[config.mk]
export PLATFORM = sky130hd
export DESIGN_NAME = pise_control
export DESIGN_NICKNAME = d
export VERILOG_FILES = /design/src/pise_pkg.sv /design/src/pise_control.sv
export SDC_FILE = /design/constraint.sdc
export NUM_CORES = 1
export LEC_CHECK = 0
export BUFFER_PORTS_ARGS = -buffer_cell sky130_fd_sc_hd__buf_2
export CAP_MARGIN = 20
export CORE_AREA = 2 2 39 41
export DETAILED_ROUTE_END_ITERATION = 8
export DIE_AREA = 0 0 41 43
export PLACE_DENSITY = 0.42
export REMOVE_ABC_BUFFERS = 1
export SLEW_MARGIN = 30
export SYNTH_ARGS = -nofsm -noshare
export SYNTH_HDL_FRONTEND = slang
export SYNTH_SLANG_ARGS = --single-unit
[constraint.sdc]
create_clock -name clk_i -period 1.65 [get_ports clk_i]
set_clock_uncertainty 0.05 [all_clocks]
set_input_delay 0.33 -clock clk_i [delete_from_list [all_inputs] [get_ports clk_i]]
set_output_delay 0.33 -clock clk_i [all_outputs]
set_load 0.02 [all_outputs]
[src/pise_pkg.sv]
// ----------------------------------------------------------------------------
// Integer subset execute package
// Shared opcodes, status codes and control structures.
// ----------------------------------------------------------------------------
`default_nettype none
package pise_pkg;

  localparam logic [5:0] OP_BC   = 6'd16;
  localparam logic [5:0] OP_SC   = 6'd17;
  localparam logic [5:0] OP_B    = 6'd18;
  localparam logic [5:0] OP_BCLR = 6'd19;
  localparam logic [5:0] OP_ADDI = 6'd14;
  localparam logic [5:0] OP_ORI  = 6'd24;
  localparam logic [5:0] OP_XORI = 6'd26;
  localparam logic [5:0] OP_ANDI = 6'd28;
  localparam logic [5:0] OP_X    = 6'd31;

  localparam logic [9:0] XO_CMP   = 10'd0;
  localparam logic [9:0] XO_AND   = 10'd28;
  localparam logic [9:0] XO_XOR   = 10'd316;
  localparam logic [9:0] XO_OR    = 10'd444;
  localparam logic [9:0] XO_NAND  = 10'd476;
  localparam logic [9:0] XO_EXTSW = 10'd986;
  localparam logic [8:0] XO_ADD   = 9'd266;
  localparam logic [8:0] XO_SUBF  = 9'd40;
  localparam logic [8:0] XO_DIVW  = 9'd491;
  localparam logic [9:0] XO_BCLR0 = 10'd0;
  localparam logic [9:0] XO_BCLR1 = 10'd16;

  localparam logic [1:0] ST_OK    = 2'd0;
  localparam logic [1:0] ST_UNSUP = 2'd1;
  localparam logic [1:0] ST_SC    = 2'd2;

  // Controller to datapath commands.
  typedef struct packed {
    logic load;      // latch instruction
    logic rd_req;    // register file read issue
    logic exec;      // execute and commit (non-divide)
    logic div_start; // start divider
    logic div_step;  // one divider iteration
    logic div_done;  // commit divide result
    logic out_load;  // load result register
  } pise_cmd_t;

  // Datapath to controller status.
  typedef struct packed {
    logic is_div;
    logic div_last;
  } pise_stat_t;

endpackage
`default_nettype wire

[src/pise_control.sv]
// ----------------------------------------------------------------------------
// Integer subset execute controller
// Sequences read, execute, divide and result handshake.
// ----------------------------------------------------------------------------
`default_nettype none
module pise_control (
  input  wire logic                 clk_i,
  input  wire logic                 rst_ni,
  input  wire logic                 in_valid_i,
  output logic                      in_stall_o,
  output logic                      out_valid_o,
  input  wire logic                 out_stall_i,
  input  wire pise_pkg::pise_stat_t stat_i,
  output pise_pkg::pise_cmd_t       cmd_o
);
  typedef enum logic [2:0] {
    S_IDLE, S_READ, S_EXEC, S_DSTART, S_DIV, S_DONE
  } state_e;

  state_e state_q;
  logic out_valid_q;
  logic accept;

  // A new request enters only when idle and the result slot is free.
  assign in_stall_o = !(state_q == S_IDLE && !out_valid_q);
  assign accept = in_valid_i && !in_stall_o;
  assign out_valid_o = out_valid_q;

  always_comb begin
    cmd_o = '0;
    cmd_o.load = accept;
    cmd_o.rd_req = (state_q == S_READ);
    cmd_o.exec = (state_q == S_EXEC) && !stat_i.is_div;
    cmd_o.out_load = cmd_o.exec || (state_q == S_DONE);
    cmd_o.div_start = (state_q == S_DSTART);
    cmd_o.div_step = (state_q == S_DIV);
    cmd_o.div_done = (state_q == S_DONE);
  end

  // State and result valid.
  always_ff @(posedge clk_i or negedge rst_ni) begin
    if (!rst_ni) begin
      state_q <= S_IDLE;
      out_valid_q <= 1'b0;
    end else begin
      if (out_valid_q && !out_stall_i) out_valid_q <= 1'b0;
      case (state_q)
        S_IDLE: if (accept) state_q <= S_READ;
        S_READ: state_q <= S_EXEC;
        S_EXEC: begin
          if (stat_i.is_div) begin
            state_q <= S_DSTART;
          end else begin
            state_q <= S_IDLE;
            out_valid_q <= 1'b1;
          end
        end
        S_DSTART: state_q <= S_DIV;
        S_DIV: if (stat_i.div_last) state_q <= S_DONE;
        S_DONE: begin
          state_q <= S_IDLE;
          out_valid_q <= 1'b1;
        end
        default: state_q <= S_IDLE;
      endcase
    end
  end
endmodule
`default_nettype wire

# --- Word-level counts from Yosys, hierarchy flattened ---
# Index checks and enable logic that the tools add are counted.
totals:
  reg_bits: 4
  in_bits: 6
  output_inout_bits: 9
  elab_cells: 27
classes:
  eq_ne: 7
  n_mux: 7
  n_reduce_logical: 11
ops:
  columns: ["cell", "count"]
  rows:
  - ["case mux 3 bit (5 select lines)", 1]
  - ["equality test 3 x 2 -> 1 bit (second input constant)", 2]
  - ["equality test 3 bit (second input constant)", 2]
  - ["two-way mux 3 bit", 2]
  - ["logical AND 1 bit", 4]
  - ["logical NOT 1 bit", 4]
  - ["!= test 2 bit (second input constant)", 2]
  - ["equality test 3 x 1 -> 1 bit (second input constant)", 1]
  - ["logical NOT 3 bit", 1]
  - ["two-way mux 1 bit", 2]
  - ["two-way mux 2 bit", 1]
  - ["case mux 1 bit (2 select lines)", 1]
  - ["AND reduction 2 bit", 1]
  - ["logical OR 1 bit", 1]

# --- Longest topological paths before layout ---
logic_depth:
  ltp_word: 5
  depth_mapped: 4
  mapped_depth_nobuf: 2

# --- Least setup slack after synthesis ---
# No wires, ideal clock.
synth_path:
  kind: "reg2out"
  start: "register state_q[1]"
  end: "output port cmd_o[6] (netlist name)"
  arrival_ns: 1.269
  required_ns: 1.270
  path_slack_ns: 0.001
  stages_incl_launch_ff: 5
  path_buffers: 2
  cell_sequence: "dfrtp_1 buf_6 or4_4 nor2_2 buf_4"
synth_between:
  elab_chain_len: 3
synth_rtl:
  columns: ["element", "line_no", "rtl"]
  rows:
  - ["from (decl)", "pise_control.sv:20", "state_e state_q;"]
  - ["from (signal assigned)", "pise_control.sv:43", "state_q <= S_IDLE;"]
  - ["from (signal assigned)", "pise_control.sv:48", "S_IDLE: if (accept) state_q <= S_READ;"]
  - ["from (signal assigned)", "pise_control.sv:49", "S_READ: state_q <= S_EXEC;"]
  - ["logical NOT 3 bit", "pise_control.sv:25", "assign in_stall_o = !(state_q == S_IDLE && !out_valid_q);"]
  - ["logical AND 1 bit", "pise_control.sv:25", null]
  - ["logical AND 1 bit", "pise_control.sv:26", "assign accept = in_valid_i && !in_stall_o;"]
  - ["to (decl)", "pise_control.sv:14", "output pise_pkg::pise_cmd_t cmd_o"]
# Every way passes these cells.

==> results.cfg <==
[clocking]
cts_sinks = 4
max-clock-path-buffers = 2
htreeDepth = 1
worstSkewPairLatency_ns = 0.24
cts-root-buf = clkbuf_4
clk_pin_slew_ns = 0.04
cts_made_buffers = 3
tritoncts = done

[floorplan]
core-area_mm2 = 0.00138
die_h_um = 43
start_util = 0.193
ios = 15
rows = 14
die_width_um = 41
fp.dieArea_mm2 = 0.00176

[critical_path]
worstPathArrival_ns = 1.38
required_ns = 1.27
worstPathMaxFanout = 3
path_class = reg -> out
startpoint_type = flip-flop
cp-end-kind = output port

[global_routing]
track_usage = 0.106
antenna_found_initial = 0
first_global_vias = 274
grt_pass1_wl_mm = 1.12
grt-ovfl-total = 0
grt_max_degree = 9

[finish]
antenna_cells = 0
regArea_um2 = 100
nFillCells = 146
area_growth_syn_to_layout_pct = 75.2
final_cell_mix = buf_2, buf_4, buf_6
final_common_cell = buf_2
drive_gt1_frac = 0.640
final_cell_area_um2 = 469
multi_input_area_um2 = 145
instances_no_fill = 66
nNetsFinal = 58

[placement]
placedCellCount = 58
placedInstanceArea_um2 = 362
post-place-ws_ns = 0.0830
hpwlAfterDp_um = 465
routabilityCongestion = 0.636
numPortBuffers = 14

[drt]
vias = 279
first_iter_violations = 3
wirelength_um = 683
drtPass1Iterations = 2
postRouteAntennaNets = 0
drc = 0
via_per_inst = 4.23
wl_per_cell_um = 10.3

[min_path]
hp-class = in -> reg

[sta]
slew_headroom = 0.884
setup_viol = 4
fin_crit_sh = 1.07
min_period_ns = 1.76
max_freq_mhz = 568
tns_ns = -0.386
hold_viol_final = 0
rsz0062_at_grt = true
worst_pin_slew_ns = 0.174
final-max-slew-violation-count = 0
fin_ws_ns = -0.111

[synthesis]
ys_seq_elements = 4
synth_area_leader_cell = dfrtp_1
synth_cell_types = 18
yosys.area_share.simple = 0.421
synth_adder_area_share = 0
seq_area_frac_synth = 0.374
avgSynthCellArea_um2 = 9.92
synthMuxAreaShare = 0
synth_xor_area_frac = 0
syn_inst = 27
synth_area_um2 = 268
synth_compound_area_frac = 0.0935
synth_top_family_by_area = simple AND/OR/NAND/NOR gates
netlist.area_leader.share = 0.374
synth_top_cells_by_area = dfrtp_1, a221oi_2, nand3b_1, or4b_4, nand2b_1
ys_warn_count = 0

[power]
p_sw_mw = 0.359
seq_power_share = 0.199
power.share.switching = 0.410
p_leak_nw = 0.256
clockPowerShare = 0.139
vdd_drop_max_uv = 779
pwr_density_cell_mw_per_mm2 = 1860
p_int_mw = 0.516
pwr-share-comb = 0.663

[outcome]
status = finished with violations
failed_checks = setup timing

[run]
max_cap_viol_count = 0
-- cells by family (layout without fill, tap and decap cells) --
| family | after synthesis | count (layout) |
|---|---|---|
| AND/OR/NAND/NOR | 15 | 15 |
| buffers and inverters | 5 | 28 |
| flip-flops | 4 | 4 |
| AO/OA/AOI/OAI | 3 | 3 |
-- through the flow --
stage               power (mW)   util  hold slack [ns]
finish                   0.875  0.339            0.273
global route             0.941  0.339            0.288
CTS                      0.864  0.326            0.277
detailed placement       0.631  0.261           0.0865
global placement         0.640  0.261           0.0898
floorplan                0.469      -          -0.0156
-- worst max-delay path: stages, from the launching register on --
cell,delay (ns)
dfrtp_1,0.39
or4b_4,0.55
nand2_2,0.09
buf_6,0.11
-- state kept, by name, indices dropped and copies added (netlist names) --
signal / cells
out_valid_o: 1
state_q: 3
-- repair_timing --
item | CTS | global route
endpoints found under the setup margin | 4 | 7
gates resized for setup | 12 | 3
hold endpoints to repair | 4 | 0
hold buffers | 1 | 0
pin swaps | 3 | 2
buffers inserted | 3 | 2
-- power by group through the flow --
stage	logic (mW)	clock network, mW	registers, mW
CTS	0.566	0.126	0.171
global placement	0.457	0	0.182
floorplan	0.255	0	0.213
finish	0.580	0.121	0.174
global route	0.627	0.131	0.183
detailed placement	0.450	0	0.181
-- final timing paths --
check	start	end	slack, ns	depth (start not counted)
worst max-delay path	state_q[0]	cmd_o[0]	-0.11	3
worst min-delay path	out_stall_i	out_valid_o	0.27	3
worst max register to register	state_q[1]	state_q[0]	0.36	3
worst min register to register	state_q[2]	state_q[1]	0.55	2
max in group asynchronous	rst_ni	state_q[2]	1.06	2
min in group asynchronous	rst_ni	out_valid_o	0.38	2
-- metal layers --
layer,track usage,vias to the layer above,wire [µm]
met5,0,-,0
met4,0.0800,0,19
met3,0.0785,2,81
met2,0.134,15,301
met1,0.114,123,280
li1,-,139,-
-- Yosys cell counts --
cell type  instances
buf_6              1
a21oi_1            2
nand2b_1           2
nor3b_2            1
or4b_4             1
nor2_2             1
or4_4              1
inv_1              3
a221oi_2           1
and3b_2            1
nand2_1            2
dfrtp_1            4
buf_4              1
or3b_1             1
nand3_1            1
nor2_1             1
nand3b_1           2
or2_1              1
-- area by class of cell --
| cell class | count | share of cell area |
|---|---|---|
| inverter | 3 | 0.0240 |
| clock buffer | 3 | 0.0480 |
| multi-input combinational | 18 | 0.309 |
| tap | 16 | 0.0427 |
| sequential | 4 | 0.213 |
| timing repair buffer | 22 | 0.363 |
No activity file was read; power rests on OpenSTA's default activity.
